[src/hw/rtl/ordered_list_engine_defines.svh]
// Assertion macros for the ordered list engine.
// Included by the RTL files that carry concurrent checks; no other dependencies.
// Expects ports named clock and reset in the including module.
`ifndef ORDERED_LIST_ENGINE_DEFINES_SVH
`define ORDERED_LIST_ENGINE_DEFINES_SVH
`ifndef SYNTH
// same-cycle implication, checked outside reset
`define OLE_ASSERT_NOW(lbl, ante, cons) \
   lbl: assert property (@(posedge clock) disable iff (reset) (ante) |-> (cons)) \
      else $error("ordered_list_engine check failed");
// next-cycle implication, checked outside reset
`define OLE_ASSERT_NEXT(lbl, ante, cons) \
   lbl: assert property (@(posedge clock) disable iff (reset) (ante) |=> (cons)) \
      else $error("ordered_list_engine check failed");
`else
`define OLE_ASSERT_NOW(lbl, ante, cons)
`define OLE_ASSERT_NEXT(lbl, ante, cons)
`endif
`endif

[src/hw/rtl/ole_pkg.sv]
// Shared types and constants for the ordered list engine.
// No dependencies; used by ordered_list_engine.
package ole_pkg;

   localparam int unsigned REQ_DATA_BITS = 32;
   localparam int unsigned REQ_USER_BITS = 3;
   localparam int unsigned RSP_DATA_BITS = 40;
   localparam int unsigned RSP_USER_BITS = 2;
   localparam int unsigned VALUE_FIELD_BITS = 32;
   localparam int unsigned COUNT_FIELD_BITS = 5;

   typedef enum logic [2:0] {
      OP_APPEND       = 3'd0,
      OP_PUSH_HEAD    = 3'd1,
      OP_REMOVE_VALUE = 3'd2,
      OP_POP_HEAD     = 3'd3,
      OP_POP_TAIL     = 3'd4
   } op_type;

   typedef enum logic [1:0] {
      ST_OK      = 2'd0,
      ST_EMPTY   = 2'd1,
      ST_FULL    = 2'd2,
      ST_MISSING = 2'd3
   } status_type;

   typedef enum logic [2:0] {
      S_IDLE,
      S_EXEC,
      S_TAKE,
      S_WALK,
      S_RESP
   } state_type;

endpackage

[src/hw/rtl/ole_ram.sv]
// Generic single-write, single-read synchronous RAM with registered read data.
// No dependencies; instanced by ordered_list_engine for the entry store.
module ole_ram #(
   parameter int unsigned WIDTH = 32,
   parameter int unsigned DEPTH = 16
) (
   input  logic                     clock,
   input  logic                     wr_en,
   input  logic [$clog2(DEPTH)-1:0] wr_addr,
   input  logic [WIDTH-1:0]         wr_data,
   input  logic                     rd_en,
   input  logic [$clog2(DEPTH)-1:0] rd_addr,
   output logic [WIDTH-1:0]         rd_data
);

   logic [WIDTH-1:0] mem [DEPTH];
   logic [WIDTH-1:0] rd_data_ff;

   always_ff @(posedge clock) begin
      if (wr_en) begin
         mem[wr_addr] <= wr_data;
      end
      if (rd_en) begin
         rd_data_ff <= mem[rd_addr];
      end
   end

   assign rd_data = rd_data_ff;

endmodule

[src/hw/rtl/ordered_list_engine.sv]
// Ordered list engine top level: request decode, list sequencer, result register.
// Depends on ole_pkg, ole_ram and ordered_list_engine_defines.svh.
`include "ordered_list_engine_defines.svh"

// A bounded ordered list of values kept as a ring of CAPACITY slots in one
// synchronous RAM (one write and one registered read port). Each request beat carries
// an opcode in req_tuser and a value in req_tdata; exactly one response beat comes
// back per request with a status in rsp_tuser, the removed value and the new count
// in rsp_tdata. One request is worked on at a time. Append, insert at head, unknown
// opcodes and any removal from an empty list go from decode straight to the
// response; remove head and remove tail first take one RAM read; remove by value
// walks the list through the single read port, one entry per cycle, takes in the
// last read data and closes out the pass, and the entries behind the match are
// moved up one slot each in the same pass through the write port.
// A full list rejects inserts
// with status full, removals from an empty list report empty, and a value that is
// absent reports not found; in each case the list is left as it was and the removed
// value is zero. The next request is taken in the cycle after the response is parked
// in the output register, even if the downstream side has not yet taken it; a response
// still waiting in the output register holds the sequencer until it is taken. No
// clearing pass is needed after reset: only slots that hold live entries are ever read.
module ordered_list_engine #(
   parameter int unsigned CAPACITY   = 16,
   parameter int unsigned VALUE_BITS = 32
) (
   input  logic                                clock,
   input  logic                                reset,
   input  logic                                req_tvalid,
   output logic                                req_tready,
   // [31:0] value
   input  logic [ole_pkg::REQ_DATA_BITS-1:0]   req_tdata,
   // [2:0] opcode
   input  logic [ole_pkg::REQ_USER_BITS-1:0]   req_tuser,
   output logic                                rsp_tvalid,
   input  logic                                rsp_tready,
   // [31:0] removed_value, [36:32] count, [39:37] zero
   output logic [ole_pkg::RSP_DATA_BITS-1:0]   rsp_tdata,
   // [1:0] status
   output logic [ole_pkg::RSP_USER_BITS-1:0]   rsp_tuser
);

   localparam int unsigned AW = $clog2(CAPACITY);     // slot index
   localparam int unsigned CW = $clog2(CAPACITY + 1); // entry count

   // ring slot of list position pos, both below CAPACITY
   function automatic logic [AW-1:0] wrap_add(input logic [AW-1:0] a,
                                              input logic [AW-1:0] b);
      logic [AW:0] s;
      s = {1'b0, a} + {1'b0, b};
      if (s >= (AW+1)'(CAPACITY)) begin
         s = s - (AW+1)'(CAPACITY);
      end
      return s[AW-1:0];
   endfunction

   // sequencer and list state
   ole_pkg::state_type state_ff, state_in;
   logic [AW-1:0]      first_ff, first_in;
   logic [CW-1:0]      count_ff, count_in;
   logic [2:0]         op_ff, op_in;
   logic [VALUE_BITS-1:0] val_ff, val_in;

   // search walk
   logic [CW-1:0]      pos_ff, pos_in;       // next position to read
   logic               rd_pend_ff, rd_pend_in; // read data arrives this cycle
   logic [CW-1:0]      rd_pos_ff, rd_pos_in;  // position of that read data
   logic               found_ff, found_in;

   // result held until the output register frees up
   logic [1:0]            res_status_ff, res_status_in;
   logic [VALUE_BITS-1:0] res_removed_ff, res_removed_in;

   // output register
   logic                  rsp_valid_ff, rsp_valid_in;
   logic [1:0]            rsp_status_ff;
   logic [ole_pkg::VALUE_FIELD_BITS-1:0] rsp_removed_ff;
   logic [ole_pkg::COUNT_FIELD_BITS-1:0] rsp_count_ff;

   // RAM port
   logic                  mem_we, mem_re;
   logic [AW-1:0]         mem_waddr, mem_raddr;
   logic [VALUE_BITS-1:0] mem_wdata, mem_rdata;

   logic req_fire, out_free, rsp_load;
   logic list_full, list_empty;
   logic walk_issue, walk_done;
   logic [CW-1:0] count_m1, rd_pos_m1;
   logic [AW-1:0] first_inc, first_dec;

   // field width adaptation (value field is fixed at 32 bits on the ports)
   logic [VALUE_BITS+ole_pkg::VALUE_FIELD_BITS-1:0] req_val_wide;
   logic [VALUE_BITS+ole_pkg::VALUE_FIELD_BITS-1:0] res_removed_wide;
   logic [CW+ole_pkg::COUNT_FIELD_BITS-1:0]         count_wide;

   assign req_val_wide     = {{VALUE_BITS{1'b0}}, req_tdata[ole_pkg::VALUE_FIELD_BITS-1:0]};
   assign res_removed_wide = {{ole_pkg::VALUE_FIELD_BITS{1'b0}}, res_removed_ff};
   assign count_wide       = {{ole_pkg::COUNT_FIELD_BITS{1'b0}}, count_ff};

   assign req_fire   = req_tvalid && req_tready;
   assign out_free   = !rsp_valid_ff || rsp_tready;
   assign rsp_load   = (state_ff == ole_pkg::S_RESP) && out_free;
   assign list_full  = (count_ff == CW'(CAPACITY));
   assign list_empty = (count_ff == '0);
   assign count_m1   = count_ff - CW'(1);
   assign rd_pos_m1  = rd_pos_ff - CW'(1);
   assign first_inc  = (first_ff == AW'(CAPACITY - 1)) ? '0 : first_ff + AW'(1);
   assign first_dec  = (first_ff == '0) ? AW'(CAPACITY - 1) : first_ff - AW'(1);

   // walk: one read per cycle until every live position has been issued
   assign walk_issue = (pos_ff < count_ff);
   assign walk_done  = !rd_pend_ff && !walk_issue;

   // next state
   always_comb begin
      state_in = state_ff;
      unique case (state_ff)
         ole_pkg::S_IDLE: begin
            if (req_fire) state_in = ole_pkg::S_EXEC;
         end
         ole_pkg::S_EXEC: begin
            unique case (op_ff)
               ole_pkg::OP_REMOVE_VALUE: begin
                  state_in = list_empty ? ole_pkg::S_RESP : ole_pkg::S_WALK;
               end
               ole_pkg::OP_POP_HEAD, ole_pkg::OP_POP_TAIL: begin
                  state_in = list_empty ? ole_pkg::S_RESP : ole_pkg::S_TAKE;
               end
               default: state_in = ole_pkg::S_RESP;
            endcase
         end
         ole_pkg::S_TAKE: state_in = ole_pkg::S_RESP;
         ole_pkg::S_WALK: begin
            if (walk_done) state_in = ole_pkg::S_RESP;
         end
         ole_pkg::S_RESP: begin
            if (out_free) state_in = ole_pkg::S_IDLE;
         end
         default: state_in = ole_pkg::S_IDLE;
      endcase
   end

   // datapath and RAM control
   always_comb begin
      req_tready     = (state_ff == ole_pkg::S_IDLE);
      op_in          = op_ff;
      val_in         = val_ff;
      first_in       = first_ff;
      count_in       = count_ff;
      pos_in         = pos_ff;
      rd_pend_in     = 1'b0;
      rd_pos_in      = rd_pos_ff;
      found_in       = found_ff;
      res_status_in  = res_status_ff;
      res_removed_in = res_removed_ff;
      mem_we         = 1'b0;
      mem_waddr      = first_ff;
      mem_wdata      = val_ff;
      mem_re         = 1'b0;
      mem_raddr      = first_ff;

      unique case (state_ff)
         ole_pkg::S_IDLE: begin
            if (req_fire) begin
               op_in  = req_tuser;
               val_in = req_val_wide[VALUE_BITS-1:0];
            end
         end
         ole_pkg::S_EXEC: begin
            res_status_in  = ole_pkg::ST_OK;
            res_removed_in = '0;
            pos_in         = '0;
            found_in       = 1'b0;
            unique case (op_ff)
               ole_pkg::OP_APPEND: begin
                  if (list_full) begin
                     res_status_in = ole_pkg::ST_FULL;
                  end else begin
                     mem_we    = 1'b1;
                     mem_waddr = wrap_add(first_ff, count_ff[AW-1:0]);
                     count_in  = count_ff + CW'(1);
                  end
               end
               ole_pkg::OP_PUSH_HEAD: begin
                  if (list_full) begin
                     res_status_in = ole_pkg::ST_FULL;
                  end else begin
                     first_in  = first_dec;
                     mem_we    = 1'b1;
                     mem_waddr = first_dec;
                     count_in  = count_ff + CW'(1);
                  end
               end
               ole_pkg::OP_REMOVE_VALUE: begin
                  if (list_empty) res_status_in = ole_pkg::ST_EMPTY;
               end
               ole_pkg::OP_POP_HEAD: begin
                  if (list_empty) begin
                     res_status_in = ole_pkg::ST_EMPTY;
                  end else begin
                     mem_re    = 1'b1;
                     mem_raddr = first_ff;
                  end
               end
               ole_pkg::OP_POP_TAIL: begin
                  if (list_empty) begin
                     res_status_in = ole_pkg::ST_EMPTY;
                  end else begin
                     mem_re    = 1'b1;
                     mem_raddr = wrap_add(first_ff, count_m1[AW-1:0]);
                  end
               end
               default: ; // unknown opcode: no change, status ok
            endcase
         end
         ole_pkg::S_TAKE: begin
            res_removed_in = mem_rdata;
            count_in       = count_m1;
            if (op_ff == ole_pkg::OP_POP_HEAD) first_in = first_inc;
         end
         ole_pkg::S_WALK: begin
            if (walk_issue) begin
               mem_re     = 1'b1;
               mem_raddr  = wrap_add(first_ff, pos_ff[AW-1:0]);
               pos_in     = pos_ff + CW'(1);
               rd_pend_in = 1'b1;
               rd_pos_in  = pos_ff;
            end
            if (rd_pend_ff) begin
               if (found_ff) begin
                  // close the gap: entry moves one place toward the head
                  mem_we    = 1'b1;
                  mem_waddr = wrap_add(first_ff, rd_pos_m1[AW-1:0]);
                  mem_wdata = mem_rdata;
               end else if (mem_rdata == val_ff) begin
                  found_in       = 1'b1;
                  res_removed_in = mem_rdata;
               end
            end
            if (walk_done) begin
               if (found_ff) begin
                  count_in = count_m1;
               end else begin
                  res_status_in = ole_pkg::ST_MISSING;
               end
            end
         end
         ole_pkg::S_RESP: ;
         default: ;
      endcase
   end

   assign rsp_valid_in = rsp_load || (rsp_valid_ff && !rsp_tready);

   // control registers
   always_ff @(posedge clock) begin
      if (reset) begin
         state_ff     <= ole_pkg::S_IDLE;
         first_ff     <= '0;
         count_ff     <= '0;
         rd_pend_ff   <= 1'b0;
         rsp_valid_ff <= 1'b0;
      end else begin
         state_ff     <= state_in;
         first_ff     <= first_in;
         count_ff     <= count_in;
         rd_pend_ff   <= rd_pend_in;
         rsp_valid_ff <= rsp_valid_in;
      end
   end

   // payload registers
   always_ff @(posedge clock) begin
      op_ff          <= op_in;
      val_ff         <= val_in;
      pos_ff         <= pos_in;
      rd_pos_ff      <= rd_pos_in;
      found_ff       <= found_in;
      res_status_ff  <= res_status_in;
      res_removed_ff <= res_removed_in;
      if (rsp_load) begin
         rsp_status_ff  <= res_status_ff;
         rsp_removed_ff <= res_removed_wide[ole_pkg::VALUE_FIELD_BITS-1:0];
         rsp_count_ff   <= count_wide[ole_pkg::COUNT_FIELD_BITS-1:0];
      end
   end

   ole_ram #(
      .WIDTH(VALUE_BITS),
      .DEPTH(CAPACITY)
   ) u_entries (
      .clock  (clock),
      .wr_en  (mem_we),
      .wr_addr(mem_waddr),
      .wr_data(mem_wdata),
      .rd_en  (mem_re),
      .rd_addr(mem_raddr),
      .rd_data(mem_rdata)
   );

   assign rsp_tvalid = rsp_valid_ff;
   assign rsp_tuser  = rsp_status_ff;
   assign rsp_tdata  = {3'b000, rsp_count_ff, rsp_removed_ff};

   // a read and a write never hit the same slot in one cycle
   `OLE_ASSERT_NOW(a_no_rw_collide, mem_we && mem_re, mem_waddr != mem_raddr)
   // during the walk, entries move only once the match has been seen
   `OLE_ASSERT_NOW(a_shift_after_match, mem_we && (state_ff == ole_pkg::S_WALK), found_ff)
   // the list never holds more than its capacity
   `OLE_ASSERT_NOW(a_count_bound, 1'b1, count_ff <= CW'(CAPACITY))
   // an accepted request is decoded on the next cycle
   `OLE_ASSERT_NEXT(a_accept_exec, req_fire, state_ff == ole_pkg::S_EXEC)

endmodule
[config.mk]
export PLATFORM = sky130hd
export DESIGN_NAME = ordered_list_engine
export DESIGN_NICKNAME = d
export VERILOG_FILES = /design/src/hw/rtl/ole_pkg.sv /design/src/hw/rtl/ole_ram.sv /design/src/hw/rtl/ordered_list_engine.sv
export VERILOG_INCLUDE_DIRS = /design/src /design/src/hw/rtl
export SDC_FILE = /design/constraint.sdc
export NUM_CORES = 1
export LEC_CHECK = 0
export BUFFER_PORTS_ARGS = -buffer_cell sky130_fd_sc_hd__buf_2
export CAP_MARGIN = 25
export CORE_MARGIN = 1
export CORE_UTILIZATION = 30
export CTS_BUF_LIST = sky130_fd_sc_hd__clkbuf_4 sky130_fd_sc_hd__clkbuf_8 sky130_fd_sc_hd__clkbuf_16
export DETAILED_ROUTE_END_ITERATION = 10
export HOLD_SLACK_MARGIN = 0.05
export PLACE_DENSITY = 0.41
export SLEW_MARGIN = 10
export SYNTH_ARGS = -nofsm -noshare
export SYNTH_HDL_FRONTEND = slang
export SYNTH_SLANG_ARGS = --single-unit
[constraint.sdc]
create_clock -name clock -period 8.6 [get_ports clock]
set_input_delay 1.72 -clock clock [delete_from_list [all_inputs] [get_ports clock]]
set_output_delay 1.72 -clock clock [all_outputs]
set_load 0.05 [all_outputs]
# == Yosys cells after proc, flatten, opt, wreduce, memory -nomap -nowiden ==
# Memories as Yosys holds them, arrays and structs flattened. A register that Yosys moved wholly into a read port is not among the register bits.
# Cells that the tools add are included.
# Widths: inputs -> output; s select.
# op_classes
addsub,14
order_cmp,5
eq_ne,23
mux,61
bitwise_logic,1
reduce_logical,30
# op_table
cell,count
$mux 32,6
$pmux 32 s3,1
$mux 4,15
$eq 32x32->1,1
$pmux 4 s2,4
$mux 5,5
$sub 4x1->4 const B,6
$add 4x4->5,4
$ge 5x5->1 const B,4
$ne 2x2->1 const B,10
$mux 3,5
$pmux 3 s5,1
$pmux 5 s3,1
$mux 1,13
$eq 3x2->1 const B,4
$add 5x1->5 const B,2
$pmux 5 s2,1
$reduce_and 3->1,3
$pmux 2 s2,2
$reduce_and 2->1,4
$eq 3x1->1 const B,2
$eq 3x3->1 const B,2
$logic_not 3->1,2
$mux 2,3
other kinds (20),33
# totals
ff_bits,132
ramBits,512
in_bits,39
output_inout_bits,44
wordCells,150
n_memories,1
# mem_list
memory,depth,width,read_ports,rd_ports_with_merged_regs,write_ports,line,source
u_entries.mem,16,32,1,1,1,ole_ram.sv:16,logic [WIDTH-1:0] mem [DEPTH];

# == Depth between registers and ports, before layout ==
# logic_depth
word_depth,7
ltp_mapped,16
mapped_depth_nobuf,12

# == Hierarchy ==
# Synthesis repeated with hierarchy kept, for this count alone.
# unflattened
hier_cells,1373
area_unflattened_um2,26823.2
# by_module_without_submodules
module,instances,cells_per_inst,area_per_inst_um2,seq_area_each_um2
ole_ram,1,838,20155.6,16335.7
ordered_list_engine,1,535,6667.6,3823.7

# == Least setup slack after synthesis ==
# Ideal clock, no wire load.
# synth_path
path_kind,register to register
from,register first_ff[1]
to,"memory u_entries.mem[1][0], enable pin"
setup_ns,0.461
arrival_ns,4.437
required_time_ns,8.139
slack_ns,3.702
path_stages_with_launch,11
path_buffers,1
period_less_slack_ns,4.898
cell_sequence,dfxtp_1 -> clkbuf_1 -> inv_1 -> ha_1 -> o21ba_2 -> or4_1 -> nand2_1 -> a41oi_1 -> a31oi_1 -> a211o_1 -> nor3_1
# synth_between
elab_chain_len,6
word_cells_on_any_way,17
cone_classes,5 x add/sub; 2 x order compare; 9 x mux; 1 x reduce/logical
# synth_lines
item,line,source
start: declaration,ordered_list_engine.sv:58,"logic [AW-1:0] first_ff, first_in;"
start signal: assignment,ordered_list_engine.sv:264,first_ff <= first_in;
$add 4x4->5,ordered_list_engine.sv:49,"s = {1'b0, a} + {1'b0, b};"
$sub 4x1->4 / $ge 5x5->1 (equally long branches),"ordered_list_engine.sv:51, ordered_list_engine.sv:50",
$mux 4,ordered_list_engine.sv:50,if (s >= (AW+1)'(CAPACITY)) begin
"$mux 4, on equally long branches","ordered_list_engine.sv:175, ordered_list_engine.sv:229",
$pmux 4 s2 / $mux 4 (equally long branches),"ordered_list_engine.sv:173, ordered_list_engine.sv:228",
$pmux 4 s2 *,ordered_list_engine.sv:161,unique case (state_ff)
end: declaration,ole_ram.sv:16,
# Mark *: on every way between the ends. The rest lies on a longest branch, timed or not.

# == Worst setup path in the final report ==
# layout_path
from,register count_ff[1]
to,"register u_entries.rd_data_ff[30] (netlist: u_entries.rd_data[30]) (read register of u_entries.mem), data pin"
# layout_between
elab_chain_len,7
word_cells_on_any_way,15
cone_classes,3 x add/sub; 2 x order compare; 9 x mux; 1 x reduce/logical
# layout_lines
item,line,source
start: declaration,ordered_list_engine.sv:59,"logic [CW-1:0] count_ff, count_in;"
start signal: assignment,ordered_list_engine.sv:265,count_ff <= count_in;
$sub 5x1->5,ordered_list_engine.sv:104,assign count_m1 = count_ff - CW'(1);
$add 4x4->5,ordered_list_engine.sv:49,
$sub 4x1->4 / $ge 5x5->1 (equally long branches),"ordered_list_engine.sv:51, ordered_list_engine.sv:50",
$mux 4,ordered_list_engine.sv:50,
$mux 4,ordered_list_engine.sv:205,if (list_empty) begin
$mux 4,n/a,
$pmux 4 s2,ordered_list_engine.sv:161,
end: declaration,ole_ram.sv:17,logic [WIDTH-1:0] rd_data_ff;
# Parallel ways exist; a longest one is shown, timed or not.
# A chain may end at the register's enable or synchronous reset.

==> results by group <==
Synthesis
  • Ys async rst share: 0
  • Number of enable-type register cells in the synthesized netlist: 662
  • Top area cells in the synthesized netlist: sky130_fd_sc_hd__edfxtp_1 (71%), sky130_fd_sc_hd__nand2_1 (3.1%), sky130_fd_sc_hd__mux2_2 (2.5%)
  • Synthesized-area fraction occupied by ao, oa, aoi and oai cells: 0.0856
  • Warnings from Yosys: 0
  • Area of the mapped netlist: 0.0280 mm²
  • Largest area contributor in the netlist: sky130_fd_sc_hd__edfxtp_1
  • Share of the synthesized area in the top cell type: 0.709
  • Post-Synth Simple-Gate Area: 0.0925
  • Synthesized netlist cell count: 1886
  • Post-Synthesis Mean Instance Area: 14.9 µm²
  • Largest family of logic cells by synthesized area: simple AND/OR/NAND/NOR gates
  • Post-synthesis register bit count: 676
  • Adder-cell area share of the yosys netlist: 0.0131
  • Yosys cell types: 70
  • Portion of the post-synthesis area used by sequential elements: 0.719
  • Most frequently used flop master after synthesis: sky130_fd_sc_hd__edfxtp_1
  • Share of cell area taken by muxes after synthesis: 0.0489
  • Xor and xnor area share after synthesis: 0.0171

Critical path
  • Kind of cell with the highest combined delay on the critical path: buffers and inverters
  • Cell chain of the critical path: inv_1 > ha_1 > or4b_1 > nand3_1 > nor2_1 > a21oi_4 > buf_4 > and2_4 > buf_4 > mux2_2 > a2111oi_0 > a311o_1
  • Critical path buffer and inverter count: 3
  • Most repeated library cell on the critical path: sky130_fd_sc_hd__buf_4
  • Kind of critical path: reg -> reg
  • Data arrival time of the critical path: 5790 ps
  • Required time at the endpoint of the critical path: 9080 ps
  • Critical path's slowest cell: sky130_fd_sc_hd__buf_4
  • Type of element launching the critical path: flip-flop
  • Max incr delay on CP: 820 ps
  • Endpoint class of the critical path: flip-flop
  • Largest fanout of any net on the critical path: 52

Route
  • Drc violations: 0
  • Total routed wirelength: 82700 µm
  • Number of search-and-repair iterations in the first detailed-routing pass: 5
  • First-iteration detailed-routing DRC count: 1136
  • Antenna Violating Nets Remaining: 0
  • Total number of vias: 16300
  • Ratio of routed vias to standard cells: 4.97
  • Average wire per cell in the routed design: 25.3 µm

Layout
  • Synth-to-layout area growth: 15.5%
  • Final core occ: 0.352
  • Fin nets: 2033
  • Ratio of cells with drive above 1 in the final layout: 0.185
  • Filler-free cell count of the finished design: 3269

Pwr
  • Clk pwr share: 0.443
  • Comb pwr share: 0.041
  • Share of power burned in registers: 0.516
  • Internal power summed over all cells: 5.58 mW
  • Power density normalized to cell area: 221 mW/mm²
  • Switching Fraction: 0.220
  • LEAKAGE: 11.3 nW
  • Reported net switching power: 1.58 mW
  • Maximum ir drop on the vdd rail: 133 µV

Die
  • Placeable core region: 0.0921 mm²
  • Count of boundary I/O pins: 83
  • Die Span X: 308 µm
  • Die area: 0.0947 mm²
  • Placement row count: 111
  • Initial core utilization: 0.305
  • Die extent in y: 308 µm

GRT
  • GRT Total Usage: 0.175
  • Antenna violations before repair: 1
  • Global-route wire length before repair: 119000 µm
  • Via count of the first global-routing pass: 16500
  • Gr ovfl total: 0
  • Pin count of the biggest net entering global routing: 161

Worst hold path
  • Hold crit path type: reg -> reg

Outcome
  • Outcome: completed

Job
  • Count of maximum capacitance violations: 0

CTS
  • Num CTS Buffers: 77
  • Clk root buf: sky130_fd_sc_hd__clkbuf_16
  • Worst-path clk slew: 60 ps
  • H-tree levels: 3
  • Setup Buffers After CTS: 0
  • TritonCTS clock tree: built
  • Sink Count: 676
  • Hold buffer count at CTS: 0
  • Resize count post-CTS: 0
  • Insertion delay to the later sink of the worst-skew pair: 620 ps
  • Number of buffers on the longest clock path: 3

Place
  • Detailed-placement wirelength estimate: 45600 µm
  • Cell Count Post-Placement: 3129
  • Pre-CTS setup slack: 3210 ps
  • Port Buf Inserts: 79
  • Final RePlAce weighted congestion: 0.763

Timing
  • Max-slew violations: 0
  • Maximum clock frequency: 188 MHz
  • Layout Skew: 14.7 ps
  • Worst Tran Pin Value: 997 ps
  • Unrepaired setup endpoints after global routing: no
  • Worst hold slack after final layout: 421 ps
  • Setup violation total in the final timing report: 0
  • Final total negative setup slack: 0 ps
  • Least setup slack across all paths after layout: 3290 ps
  • Ratio of final minimum period to clock period: 0.617
  • Hold Violations, Final: 0
  • Max-Slew Margin vs Limit: 0.330
  • Clock period minus worst slack: 5310 ps
area by class of cell:
class | count | area, µm²
Fill cell | 8847 | 59700
Sequential cell | 676 | 20200
Multi-Input combinational cell | 1069 | 7450
Clock buffer | 95 | 2110
Tap cell | 1243 | 1560
Timing Repair Buffer | 119 | 741
Clock inverter | 41 | 293
Inverter | 24 | 90.1
Antenna cell | 2 | 5.00
synthesized netlist by cell type, types with 8 or more instances:
cell and number:
sky130_fd_sc_hd__a2111o_1 30, sky130_fd_sc_hd__a211oi_1 36, sky130_fd_sc_hd__a211oi_2 31, sky130_fd_sc_hd__a21boi_0 30, sky130_fd_sc_hd__a21oi_1 90, sky130_fd_sc_hd__and2_1 37, sky130_fd_sc_hd__and3_1 64, sky130_fd_sc_hd__buf_1 10
sky130_fd_sc_hd__buf_2 29, sky130_fd_sc_hd__buf_6 11, sky130_fd_sc_hd__clkbuf_1 66, sky130_fd_sc_hd__dfxtp_1 14, sky130_fd_sc_hd__edfxtp_1 662, sky130_fd_sc_hd__ha_1 23, sky130_fd_sc_hd__inv_1 23, sky130_fd_sc_hd__mux2_2 63
sky130_fd_sc_hd__mux2i_1 66, sky130_fd_sc_hd__nand2_1 232, sky130_fd_sc_hd__nand2b_1 8, sky130_fd_sc_hd__nand3_1 101, sky130_fd_sc_hd__nor2_1 55, sky130_fd_sc_hd__nor3_1 14, sky130_fd_sc_hd__nor4_1 8, sky130_fd_sc_hd__o21ai_0 15
sky130_fd_sc_hd__o311ai_1 31, sky130_fd_sc_hd__xnor2_1 13, sky130_fd_sc_hd__xor2_1 40
cell families (layout without fill, tap and decap cells):
family / after synthesis / in the layout
xor+xnor: 54 / 54
buf+inv: 143 / 279
mux: 129 / 129
flops: 676 / 676
fa+ha+maj: 27 / 27
other cells: 1 / 5
simple gates: 546 / 546
compound gates: 310 / 310
metal layers:
layer  GRT usage  wire length, µm  up-vias
li1            -                -     7396
met4      0.0378             1450        0
met1       0.237            38000     8393
met5           0                0        -
met3      0.0328             3750       92
met2       0.289            39500      373
cell usage in the layout, fill, tap and decap left out, types with 31 or more instances in the layout:
| cell type | synthesis | layout |
|---|---|---|
| sky130_fd_sc_hd__buf_2 | 29 | 79 |
| sky130_fd_sc_hd__clkbuf_16 | 0 | 79 |
| sky130_fd_sc_hd__mux2i_1 | 66 | 66 |
| sky130_fd_sc_hd__nor2_1 | 55 | 40 |
| sky130_fd_sc_hd__o311ai_1 | 31 | 31 |
| sky130_fd_sc_hd__nand3_1 | 101 | 101 |
| sky130_fd_sc_hd__mux2_2 | 63 | 63 |
| sky130_fd_sc_hd__buf_4 | 3 | 36 |
| sky130_fd_sc_hd__a21oi_1 | 90 | 89 |
| sky130_fd_sc_hd__edfxtp_1 | 662 | 662 |
| sky130_fd_sc_hd__and3_1 | 64 | 64 |
| sky130_fd_sc_hd__and2_1 | 37 | 34 |
| sky130_fd_sc_hd__xor2_1 | 40 | 40 |
| sky130_fd_sc_hd__nand2_1 | 232 | 231 |
| sky130_fd_sc_hd__a211oi_2 | 31 | 31 |
| sky130_fd_sc_hd__a211oi_1 | 36 | 36 |
worst paths after layout:
path | start | endpoint | slack (ps) | cells after the start
max reg2reg | count_ff[1] | u_entries.rd_data[30] | 3290 | 12
min reg2reg | res_removed_ff[8] | rsp_removed_ff[8] | 420 | 0
min | res_removed_ff[8] | rsp_removed_ff[8] | 420 | 0
max | count_ff[1] | u_entries.rd_data[30] | 3290 | 12
through the flow:
step / total power, mW / instance area (µm²)
after floorplan: 3.94 / 28100
after global placement: 4.05 / 29900
after detailed placement: 4.06 / 30000
after CTS: 7.23 / 32400
after global routing: 7.37 / 32400
final: 7.15 / 32400
flip-flops by register name (all words and copies together), names as in the netlist:
register and count:
u_entries.mem 512, res_removed_ff 32, rsp_removed_ff 32, u_entries.rd_data 32, val_ff 32, count_ff 5
pos_ff 5, rsp_count_ff 5, first_ff 4, rd_pos_ff 4, op_ff 3, state_ff 3
res_status_ff 2, rsp_tuser 2, found_ff 1, rd_pend_ff 1, rsp_tvalid 1
power groups by stage:
stage	Clock (mW)	Sequential, mW	Combinational, mW
6_report	3.17	3.69	0.292
5_1_grt	3.36	3.69	0.320
4_1_cts	3.24	3.69	0.296
3_5_place_dp	0	3.76	0.295
3_3_place_gp	0	3.76	0.290
2_1_floorplan	0	3.76	0.176
Note: power is estimated with default switching activity, not from simulation.
